`config.mk`:
```
export PLATFORM = sky130hd
export DESIGN_NAME = fat_short_name_to_utf8
export DESIGN_NICKNAME = d
export VERILOG_FILES = /design/src/rtl/core/fsn_utf8_pkg.sv /design/src/rtl/core/fat_short_name_to_utf8.sv /design/src/rtl/core/fsn_utf8_dp.sv /design/src/rtl/core/fsn_utf8_ctrl.sv
export SDC_FILE = /design/constraint.sdc
export NUM_CORES = 1
export LEC_CHECK = 0
export BUFFER_PORTS_ARGS = -buffer_cell sky130_fd_sc_hd__buf_4
export CAP_MARGIN = 20
export CORE_MARGIN = 2
export CORE_UTILIZATION = 59
export CTS_BUF_LIST = sky130_fd_sc_hd__clkbuf_2 sky130_fd_sc_hd__clkbuf_4 sky130_fd_sc_hd__clkbuf_8
export DETAILED_ROUTE_END_ITERATION = 12
export HOLD_SLACK_MARGIN = 0.1
export PLACE_DENSITY_LB_ADDON = 0.3
export SYNTH_ARGS = -nofsm -noshare
export SYNTH_HDL_FRONTEND = slang
export SYNTH_HIERARCHICAL = 1
export SYNTH_SLANG_ARGS = --single-unit
```
`constraint.sdc`:
```
create_clock -name clk -period 15.6 [get_ports clk]
set_clock_uncertainty 0.2 [all_clocks]
set_input_delay 3.12 -clock clk [delete_from_list [all_inputs] [get_ports clk]]
set_output_delay 3.12 -clock clk [all_outputs]
set_load 0.02 [all_outputs]
```
`src/rtl/core/fsn_utf8_pkg.sv`:
```
package fsn_utf8_pkg;

  // symbol slots: eight name bytes, the dot, three extension bytes, the terminator
  localparam int unsigned NameLen  = 8;
  localparam int unsigned ExtLen   = 3;
  localparam logic [3:0]  SymDot   = 4'd8;
  localparam logic [3:0]  SymExt0  = 4'd9;
  localparam logic [3:0]  SymTerm  = 4'd12;

  localparam logic [7:0]  ChSpace  = 8'h20;
  localparam logic [7:0]  ChDot    = 8'h2e;
  localparam logic [7:0]  ChQuery  = 8'h3f;
  localparam logic [7:0]  ChKanji  = 8'h05;
  localparam logic [7:0]  ChE5     = 8'he5;
  localparam logic [7:0]  ChDel    = 8'h7f;

  typedef struct packed {
    logic [63:0] name_chars;
    logic [23:0] ext_chars;
    logic [15:0] buffer_size;
  } item_t;

  typedef struct packed {
    logic [7:0] out_byte;
    logic       last_byte;
    logic       too_small;
  } result_t;

  // utf-8 sequence of one character: length and up to three bytes
  typedef struct packed {
    logic [1:0] len;
    logic [7:0] b0;
    logic [7:0] b1;
    logic [7:0] b2;
  } seq_t;

  // controller to datapath
  typedef struct packed {
    logic load;
    logic count;
    logic err;
    logic emit;
  } dp_cmd_t;

  // datapath to controller
  typedef struct packed {
    logic idx_end;
    logic fits;
    logic out_room;
  } dp_sts_t;

  // cp1252 0x80-0x9f
  function automatic seq_t upper_seq(input logic [4:0] c);
    seq_t s;
    s = '{len: 2'd1, b0: ChQuery, b1: 8'h00, b2: 8'h00};
    unique case (c)
      5'h00: s = '{2'd3, 8'he2, 8'h82, 8'hac};
      5'h02: s = '{2'd3, 8'he2, 8'h80, 8'h9a};
      5'h03: s = '{2'd2, 8'hc6, 8'h92, 8'h00};
      5'h04: s = '{2'd3, 8'he2, 8'h80, 8'h9e};
      5'h05: s = '{2'd3, 8'he2, 8'h80, 8'ha6};
      5'h06: s = '{2'd3, 8'he2, 8'h80, 8'ha0};
      5'h07: s = '{2'd3, 8'he2, 8'h80, 8'ha1};
      5'h08: s = '{2'd2, 8'hcb, 8'h86, 8'h00};
      5'h09: s = '{2'd3, 8'he2, 8'h80, 8'hb0};
      5'h0a: s = '{2'd2, 8'hc5, 8'ha0, 8'h00};
      5'h0b: s = '{2'd3, 8'he2, 8'h80, 8'hb9};
      5'h0c: s = '{2'd2, 8'hc5, 8'h92, 8'h00};
      5'h0e: s = '{2'd2, 8'hc5, 8'hbd, 8'h00};
      5'h11: s = '{2'd3, 8'he2, 8'h80, 8'h98};
      5'h12: s = '{2'd3, 8'he2, 8'h80, 8'h99};
      5'h13: s = '{2'd3, 8'he2, 8'h80, 8'h9c};
      5'h14: s = '{2'd3, 8'he2, 8'h80, 8'h9d};
      5'h15: s = '{2'd3, 8'he2, 8'h80, 8'ha2};
      5'h16: s = '{2'd3, 8'he2, 8'h80, 8'h93};
      5'h17: s = '{2'd3, 8'he2, 8'h80, 8'h94};
      5'h18: s = '{2'd2, 8'hcb, 8'h9c, 8'h00};
      5'h19: s = '{2'd3, 8'he2, 8'h84, 8'ha2};
      5'h1a: s = '{2'd2, 8'hc5, 8'ha1, 8'h00};
      5'h1b: s = '{2'd3, 8'he2, 8'h80, 8'hba};
      5'h1c: s = '{2'd2, 8'hc5, 8'h93, 8'h00};
      5'h1e: s = '{2'd2, 8'hc5, 8'hbe, 8'h00};
      5'h1f: s = '{2'd2, 8'hc5, 8'hb8, 8'h00};
      default: s = '{2'd1, ChQuery, 8'h00, 8'h00};
    endcase
    return s;
  endfunction

  // full cp1252 to utf-8 mapping of one byte
  function automatic seq_t cp_seq(input logic [7:0] c);
    seq_t s;
    s = '{len: 2'd1, b0: ChQuery, b1: 8'h00, b2: 8'h00};
    if (c < 8'h20 || c == ChDel) begin
      s = '{2'd1, ChQuery, 8'h00, 8'h00};
    end else if (c < ChDel) begin
      s = '{2'd1, c, 8'h00, 8'h00};
    end else if (c < 8'ha0) begin
      s = upper_seq(c[4:0]);
    end else if (c < 8'hc0) begin
      s = '{2'd2, 8'hc2, c, 8'h00};
    end else begin
      s = '{2'd2, 8'hc3, {2'b10, c[5:0]}, 8'h00};
    end
    return s;
  endfunction

endpackage

```
`src/rtl/core/fat_short_name_to_utf8.sv`:
```
// FAT 8.3 short name to UTF-8 converter. One beat in carries the 11 name
// bytes and the buffer size; the result channel then carries the UTF-8
// bytes one per beat, ending in a zero byte with last_byte set, or a single
// beat with too_small and last_byte set when the output would not fit.
// An item is loaded, then a sizing pass walks the twelve symbol slots plus
// terminator, the size is checked, and an emit pass steps over each skipped
// slot and sends each output byte (up to 35); an output byte waits while the
// result channel stalls. The single slot walker in the datapath does both
// passes.
// The next item is taken once the last byte sits in the output register.
module fat_short_name_to_utf8 (
  input  logic                  clk,
  input  logic                  rst,
  input  logic                  item_valid,
  output logic                  item_stall,
  input  fsn_utf8_pkg::item_t   item,
  output logic                  result_valid,
  input  logic                  result_stall,
  output fsn_utf8_pkg::result_t result
);

  fsn_utf8_pkg::dp_cmd_t cmd;
  fsn_utf8_pkg::dp_sts_t sts;
  logic                  busy;

  assign item_stall = busy;

  fsn_utf8_ctrl u_ctrl (
    .clk        (clk),
    .rst        (rst),
    .item_valid (item_valid),
    .busy       (busy),
    .sts        (sts),
    .cmd        (cmd)
  );

  fsn_utf8_dp u_dp (
    .clk          (clk),
    .rst          (rst),
    .cmd          (cmd),
    .sts          (sts),
    .item         (item),
    .result_valid (result_valid),
    .result_stall (result_stall),
    .result       (result)
  );

endmodule

```
`src/rtl/core/fsn_utf8_dp.sv`:
```
module fsn_utf8_dp (
  input  logic                  clk,
  input  logic                  rst,
  input  fsn_utf8_pkg::dp_cmd_t cmd,
  output fsn_utf8_pkg::dp_sts_t sts,
  input  fsn_utf8_pkg::item_t   item,
  output logic                  result_valid,
  input  logic                  result_stall,
  output fsn_utf8_pkg::result_t result
);

  logic [7:0]  name_b [fsn_utf8_pkg::NameLen];
  logic [7:0]  ext_b  [fsn_utf8_pkg::ExtLen];
  logic [15:0] cap;
  logic [3:0]  idx;
  logic [1:0]  sub;
  logic [5:0]  count;

  logic [3:0]  nlen;
  logic [1:0]  elen;
  logic [7:0]  sym_char;
  logic        sym_valid;
  fsn_utf8_pkg::seq_t seq;
  logic [7:0]  seq_byte;
  logic        out_room;
  logic        emit_fire;
  logic        sym_done;
  logic [3:0]  ext_off;

  // trimmed lengths of name and extension
  always_comb begin
    nlen = 4'd0;
    for (int i = 0; i < fsn_utf8_pkg::NameLen; i++) begin
      if (name_b[i] != fsn_utf8_pkg::ChSpace) nlen = 4'(i + 1);
    end
    elen = 2'd0;
    for (int i = 0; i < fsn_utf8_pkg::ExtLen; i++) begin
      if (ext_b[i] != fsn_utf8_pkg::ChSpace) elen = 2'(i + 1);
    end
  end

  // character and presence of the current symbol slot
  always_comb begin
    ext_off   = idx - fsn_utf8_pkg::SymExt0;
    sym_char  = fsn_utf8_pkg::ChDot;
    sym_valid = 1'b0;
    if (idx < fsn_utf8_pkg::SymDot) begin
      sym_char  = name_b[idx[2:0]];
      if (idx == 4'd0 && sym_char == fsn_utf8_pkg::ChKanji) sym_char = fsn_utf8_pkg::ChE5;
      sym_valid = idx < nlen;
    end else if (idx == fsn_utf8_pkg::SymDot) begin
      sym_char  = fsn_utf8_pkg::ChDot;
      sym_valid = elen != 2'd0;
    end else if (idx < fsn_utf8_pkg::SymTerm) begin
      sym_char  = ext_b[ext_off[1:0]];
      sym_valid = ext_off < {2'b00, elen};
    end else begin
      sym_char  = 8'h00;
      sym_valid = 1'b1;
    end
  end

  // utf-8 bytes of the current symbol, terminator sent as a single zero
  always_comb begin
    if (idx == fsn_utf8_pkg::SymTerm) seq = '{2'd1, 8'h00, 8'h00, 8'h00};
    else seq = fsn_utf8_pkg::cp_seq(sym_char);
    unique case (sub)
      2'd0:    seq_byte = seq.b0;
      2'd1:    seq_byte = seq.b1;
      default: seq_byte = seq.b2;
    endcase
  end

  assign out_room  = !result_valid || !result_stall;
  assign emit_fire = cmd.emit && sym_valid && out_room;
  assign sym_done  = (sub + 2'd1) == seq.len;

  assign sts.idx_end  = idx == fsn_utf8_pkg::SymTerm;
  assign sts.fits     = {10'd0, count} <= cap;
  assign sts.out_room = out_room;

  // item capture
  always_ff @(posedge clk) begin
    if (cmd.load) begin
      for (int i = 0; i < fsn_utf8_pkg::NameLen; i++) name_b[i] <= item.name_chars[8*i +: 8];
      for (int i = 0; i < fsn_utf8_pkg::ExtLen; i++) ext_b[i] <= item.ext_chars[8*i +: 8];
      cap <= item.buffer_size;
    end
  end

  // slot walk: sizing pass then emit pass
  always_ff @(posedge clk) begin
    if (rst) begin
      idx   <= 4'd0;
      sub   <= 2'd0;
      count <= 6'd0;
    end else if (cmd.load) begin
      idx   <= 4'd0;
      sub   <= 2'd0;
      count <= 6'd0;
    end else if (cmd.count) begin
      if (sym_valid) count <= count + {4'd0, seq.len};
      idx <= sts.idx_end ? 4'd0 : idx + 4'd1;
    end else if (cmd.emit) begin
      if (!sym_valid) begin
        idx <= idx + 4'd1;
      end else if (emit_fire) begin
        if (sym_done) begin
          sub <= 2'd0;
          idx <= sts.idx_end ? 4'd0 : idx + 4'd1;
        end else begin
          sub <= sub + 2'd1;
        end
      end
    end
  end

  // output register: filled by a new beat, held while stalled
  always_ff @(posedge clk) begin
    if (rst) begin
      result_valid <= 1'b0;
    end else begin
      result_valid <= emit_fire || (cmd.err && out_room) || (result_valid && result_stall);
    end
  end

  always_ff @(posedge clk) begin
    if (cmd.err && out_room) begin
      result <= '{out_byte: 8'h00, last_byte: 1'b1, too_small: 1'b1};
    end else if (emit_fire) begin
      result <= '{out_byte: seq_byte, last_byte: sts.idx_end, too_small: 1'b0};
    end
  end

endmodule

```
`src/rtl/core/fsn_utf8_ctrl.sv`:
```
module fsn_utf8_ctrl (
  input  logic                  clk,
  input  logic                  rst,
  input  logic                  item_valid,
  output logic                  busy,
  input  fsn_utf8_pkg::dp_sts_t sts,
  output fsn_utf8_pkg::dp_cmd_t cmd
);

  typedef enum logic [1:0] {
    IDLE,
    COUNT,
    DECIDE,
    EMIT
  } state_t;

  state_t state, state_next;

  // commands and next state
  always_comb begin
    cmd        = '0;
    state_next = state;
    unique case (state)
      IDLE: begin
        cmd.load = item_valid;
        if (item_valid) state_next = COUNT;
      end
      COUNT: begin
        cmd.count = 1'b1;
        if (sts.idx_end) state_next = DECIDE;
      end
      DECIDE: begin
        if (!sts.fits) begin
          cmd.err = 1'b1;
          if (sts.out_room) state_next = IDLE;
        end else begin
          state_next = EMIT;
        end
      end
      EMIT: begin
        cmd.emit = 1'b1;
        if (sts.idx_end && sts.out_room) state_next = IDLE;
      end
      default: state_next = IDLE;
    endcase
  end

  always_ff @(posedge clk) begin
    if (rst) begin
      state <= IDLE;
      busy  <= 1'b0;
    end else begin
      state <= state_next;
      busy  <= state_next != IDLE;
    end
  end

endmodule
```
==> Word-level counts from Yosys, hierarchy flattened <==
Memory sizes are Yosys's and may differ from the RTL's. A register that Yosys moved wholly into a read port is not among the register bits.
Cells that the tools add are included.
{ "word_totals": {"regBits": 42, "latch_bits": 0, "mem_bits_rw": 88, "romBits": 768, "in_bits": 108, "output_inout_bits": 12, "word_cells": 117, "mem_count": 3} }
{ "memory_table": {"columns": ["name", "words", "word_bits", "read_ports", "rd_clocked_by_memory_dff", "write_ports", "line_no", "text"], "rows": [
  ["(no name shown)", 32, 24, 1, 0, 0, "fsn_utf8_pkg.sv:56", "unique case (c)"],
  ["u_dp.name_b", 8, 8, 9, 1, 8, "fsn_utf8_dp.sv:12", "logic [7:0] name_b [fsn_utf8_pkg::NameLen];"],
  ["u_dp.ext_b", 3, 8, 4, 0, 3, "fsn_utf8_dp.sv:13", "logic [7:0] ext_b [fsn_utf8_pkg::ExtLen];"]
]} }
{ "classes": {"addsub": 4, "n_mul": 0, "div": 0, "magnitude_cmp": 9, "eq_ne": 22, "shift": 0, "muxes": 46, "bitwise": 1, "n_reduce_logical": 22} }
{ "ops": {"columns": ["cell", "n"], "rows": [
  ["$mux W26", 4],
  ["$ne A8 B6 Y1 const B", 11],
  ["$mux W8", 4],
  ["$mux W4", 7],
  ["$mux W2", 10],
  ["$mux W3", 6],
  ["$mux W17", 1],
  ["$le A6 B16 Y1", 1],
  ["$lt A8 B8 Y1 const B", 2],
  ["$pmux W8 S2", 1],
  ["$mux W1", 12],
  ["$eq A4 B4 Y1 const B", 2],
  ["$eq A8 B3 Y1 const B", 1],
  ["$eq A8 B7 Y1 const B", 1],
  ["$lt A4 B4 Y1 const B", 2],
  ["$lt A8 B6 Y1 const B", 1],
  ["$lt A8 B7 Y1 const B", 1],
  ["$pmux W2 S4", 1],
  ["$add A6 B2 Y6", 1],
  ["$logic_and A1 B1 Y1", 6],
  ["$ne A3 B3 Y1 const B", 2],
  ["$reduce_bool A2 Y1", 3],
  ["$add A4 B1 Y4 const B", 1],
  ["$eq A2 B1 Y1 const B", 2],
  ["15 further kinds", 21]
]} }

==> Logic depth before layout (Yosys ltp) <==
An unclocked memory read counts as a cell.
{ "depth": {"word_depth": 20, "mapped_depth": 19, "ltp_nobuf": 16} }

==> Modules after synthesis <==
Netlist, hierarchy kept.
{ "by_module_without_submodules": {"columns": ["module", "instances", "cells_per_inst", "area_per_inst_um2", "seq_area_each_um2"], "rows": [
  ["fsn_utf8_dp", 1, 608, 6969.2, 3643.5],
  ["fsn_utf8_ctrl", 1, 20, 209.0, 60.1]
]} }

==> Worst setup path before layout <==
OpenSTA, ideal clock, no wires.
{ "synth_timing": {"path_type": "input to register", "from": "input port item_valid", "to": "register u_dp.count[0]", "setup_ps": 128, "arrival_ps": 11889, "required_ps": 15272, "slack_ps": 3383, "path_stages": 5, "path_buffers": 2, "cell_sequence": "nor3b_1 -> or2_2 -> clkbuf_1 -> clkbuf_1 -> nor2_1"} }
{ "synth_via": {"elab_chain_len": 2} }
{ "synth_lines": {"columns": ["item", "line_no", "text"], "rows": [
  ["from (decl)", "fat_short_name_to_utf8.sv:14", "input logic item_valid,"],
  ["$mux W1", "fsn_utf8_ctrl.sv:23", "unique case (state)"],
  ["$reduce_or A2 Y1 (no source line)", null, null],
  ["to (signal assigned)", "fsn_utf8_dp.sv:102", "if (sym_valid) count <= count + {4'd0, seq.len};"],
  ["to (decl)", "fsn_utf8_dp.sv:17", "logic [5:0] count;"]
]} }
Every way passes these cells.
A chain may end at the register's enable or synchronous reset.

==> metrics.md <==
| Metric | Value |
|---|---|
| CTS Hold Bufs | `0` |
| Core area | `approximately 12000 µm²` |
| Unrepaired setup endpoints after global routing | `false` |
| Hold path endpoint | `u_dp/result[7]` |
| Buffers on Ports | `between 100 and 150` |
| Yosys reg bits | `133` |
| NumNets Final | `864` |
| Peak VDD IR | `132 µV` |
| GR Overflow Total | `0` |
| Minimum clock period | `between 4000 and 5000 ps` |
| Hold path start | `u_dp/result[7]` |
| Final hold viol count | `0` |
| Startpoint types | `flop` |
| Post-synth ARST share | `0` |
| Commonest non-fill, non-tap cells in the layout | `buf_4, edfxtp_1, nor2_1, nand2_1, o21ai_0` |
| Syn_nets | `759` |
| Initial Util | `0.600` |
| Wirelength per Cell | `between 15 and 20 µm` |
| Final setup viols | `0` |
| WS Path Type | `flop to flop` |
| Clk Latency, worst-skew pair | `440 ps` |
| Fill cell total of the finished layout | `804` |
| Worst-path maximum fanout | `18` |
| Maximum clock path buffer count | `2` |
| Critical Path Max Stage Delay | `910 ps` |
| Area Growth Syn to Fin | `18.4%` |
| Antenna diodes | `0` |
| Yosys top cell area share | `0.435` |
| Netlist Area Pre-Place | `7180 µm²` |
| Area occupied by multi-input gates | `3210 µm²` |
| Num rows | `40` |
| Hold Crit Depth | `2` |
| Global-route wire length before repair | `27100 µm` |
| Setup TNS | `0 ps` |
| Largest area contributor in the netlist | `edfxtp_1` |
| Largest net degree at the start of global routing | `85` |
| Post-Syn Instances | `628` |
| Critical Path RT | `15720 ps` |
| Post-synthesis sequential area ratio | `0.516` |
| TritonCTS Sinks | `~130` |
| DR vias | `5565` |
| Clock root cell | `clkbuf_8` |
| Share of cells above drive strength 1 | `0.265` |
| Routability Congestion | `0.905` |
| Gates resized, CTS repair | `0` |
| Pin slew with the least headroom to its limit | `1080 ps` |
| ANT nets after route | `0` |
| Post-CTS Setup Bufs | `0` |
| Synthesis Warnings | `6` |
| Reg2reg setup slack | `~11000 ps` |
| Hpwl dp | `~13000 µm` |
| Vias per inst | `6.23` |
| Slowest-stage cell, CP | `dfxtp_1` |
| Final wirelength | `17000 µm` |
| Worst path top cell family by delay | `compound AO/OA/AOI/OAI gates` |
| Max cap viols | `0` |
| Die height | `114 µm` |
| Drc violations | `0` |
| DR iter-0 viols | `roughly 390` |
| Vias in the first global route | `between 5000 and 6000` |
| All-Layer GR Usage | `0.270` |
| Leakage power | `between 0.003 and 0.004 µW` |
| FF-to-FF path depth | `12` |
| CP Capture Type | `flop` |
| I/O pins | `120` |
| Tcrit/Tclk final | `0.310` |
| Sequential cell area | `3700 µm²` |
| Post-synth top flop | `edfxtp_1` |
| HP Class | `flop to flop` |
| CTS tree | `built` |
| Top post-synthesis cells by area | `edfxtp_1, dfxtp_1, mux2i_1` |
| Max Fclk | `0.207 GHz` |
| Syn_area_per_cell | `11.4 µm²` |
| Reg-to-Reg End | `u_dp/idx[2]` |
| Clock transition at the registers of the reported paths | `approximately 70 ps` |
| WP data arrival | `4970 ps` |
| Distinct cell type count after synthesis | `91` |
| Htree depth | `4` |
| Die area | `about 13000 µm²` |
| Commonest non-fill, non-tap cell in the layout | `buf_4` |
| Initial antenna violation count | `0` |
| Detailed-router iteration count before antenna repair | `5` |
| Buf/Inv on CP | `1` |
| Worst slew margin | `0.283` |
| Post-synth EDFFs | `104` |
| Most frequent CP cell | `nor3_1` |
| Inserted Clock Buffers | `17` |
| Placed instance count | `861` |
| Finished Layout Cells | `893` |
| Outcome | `finished clean` |
| Fin. max-slew vios | `0` |
| Worst path cell trace | `mux4_2, nor2b_1, a311o_1, nand2_1, inv_1, ha_1, a211oi_2, nor3_1, a32o_1, or4_1, a31oi_1, nor3_1` |
| Die W | `114 µm` |
| Power per cell area | `93.9 nW/µm²` |
## metal layers
metal / track usage / wire length [µm] / vias up
li1: - / - / 2643
met4: 0.119 / 480 / 0
met3: 0.0424 / 817 / 37
met2: 0.460 / 8690 / 213
met1: 0.343 / 6980 / 2672
met5: 0 / 0 / -
## sequential cells by signal, summed over array words and instances, names as in the netlist, named ones only
name / flops
u_ctrl/busy: 1
u_dp/result: 10
u_dp/idx: 4
u_dp/name_b: 64
u_dp/result_valid: 1
u_dp/sub: 2
u_ctrl/state: 2
u_dp/ext_b: 24
u_dp/cap: 16
u_dp/count: 6
## cell families after synthesis
group                    count (synthesis)  synth area share
AND/OR/NAND/NOR                        198             0.150
AO/OA/AOI/OAI                          163             0.165
flip-flops                             133             0.516
buffers and inverters                   59            0.0377
multiplexers                            47            0.0849
adder cells (fa/ha/maj)                 23            0.0411
XOR/XNOR                                 5           0.00610
## Yosys cell counts (12+ instances only)
cell,n
o21ai_0,37
nor2b_1,13
clkbuf_1,19
nand2_1,43
ha_1,22
nor2_1,44
nand3_1,12
a21oi_1,30
edfxtp_1,104
dfxtp_1,29
mux2i_1,29
inv_1,21
nor4_1,15
## area by class of cell
type,instances,share of cell area
Clock buffer,19,0.0293
Clock inverter,13,0.0158
Inverter,22,0.0103
Multi-Input combinational cell,436,0.378
Sequential cell,133,0.436
Tap cell,147,0.0216
Timing Repair Buffer,123,0.109
## per-stage QoR
step	area (µm²)	hold slack, ps	util	setup WS [ps]	total power [µW]
floorplan	7180	250	-	3380	488
global placement	8110	235	0.678	10540	524
detailed placement	8110	250	0.678	10460	526
CTS	8500	267	0.710	10760	800
global route	8500	275	0.710	10390	826
finish	8500	259	0.710	10760	798
## worst reg2reg max path, delay by kind of cell, from the launching register on
kind                       cells  cell delay [ps]
buffers and inverters          1              180
and+or+nand+nor                5             1210
adders and majority gates      1              300
muxes                          1              620
AOI/OAI and AO/OA              4             1310
DFF                            1              910
## power by group
group	switching, µW	internal, µW	total (µW)
clock network	132	145	277
logic	58.8	48.3	107
registers	11.7	402	414
## how the worst max path moves through the flow
stage                     from                to  slack, ps  cells past startpoint
floorplan           item_valid     u_dp/count[0]       3380                      5
global placement    item_valid  u_dp/ext_b[0][0]      10540                      4
detailed placement  item_valid  u_dp/ext_b[0][0]      10460                      4
CTS                       flop       u_dp/idx[2]      10760                     12
global route              flop              flop      10390                     12
finish                    flop       u_dp/idx[2]      10760                     12
No activity file was read; power rests on OpenSTA's default activity.
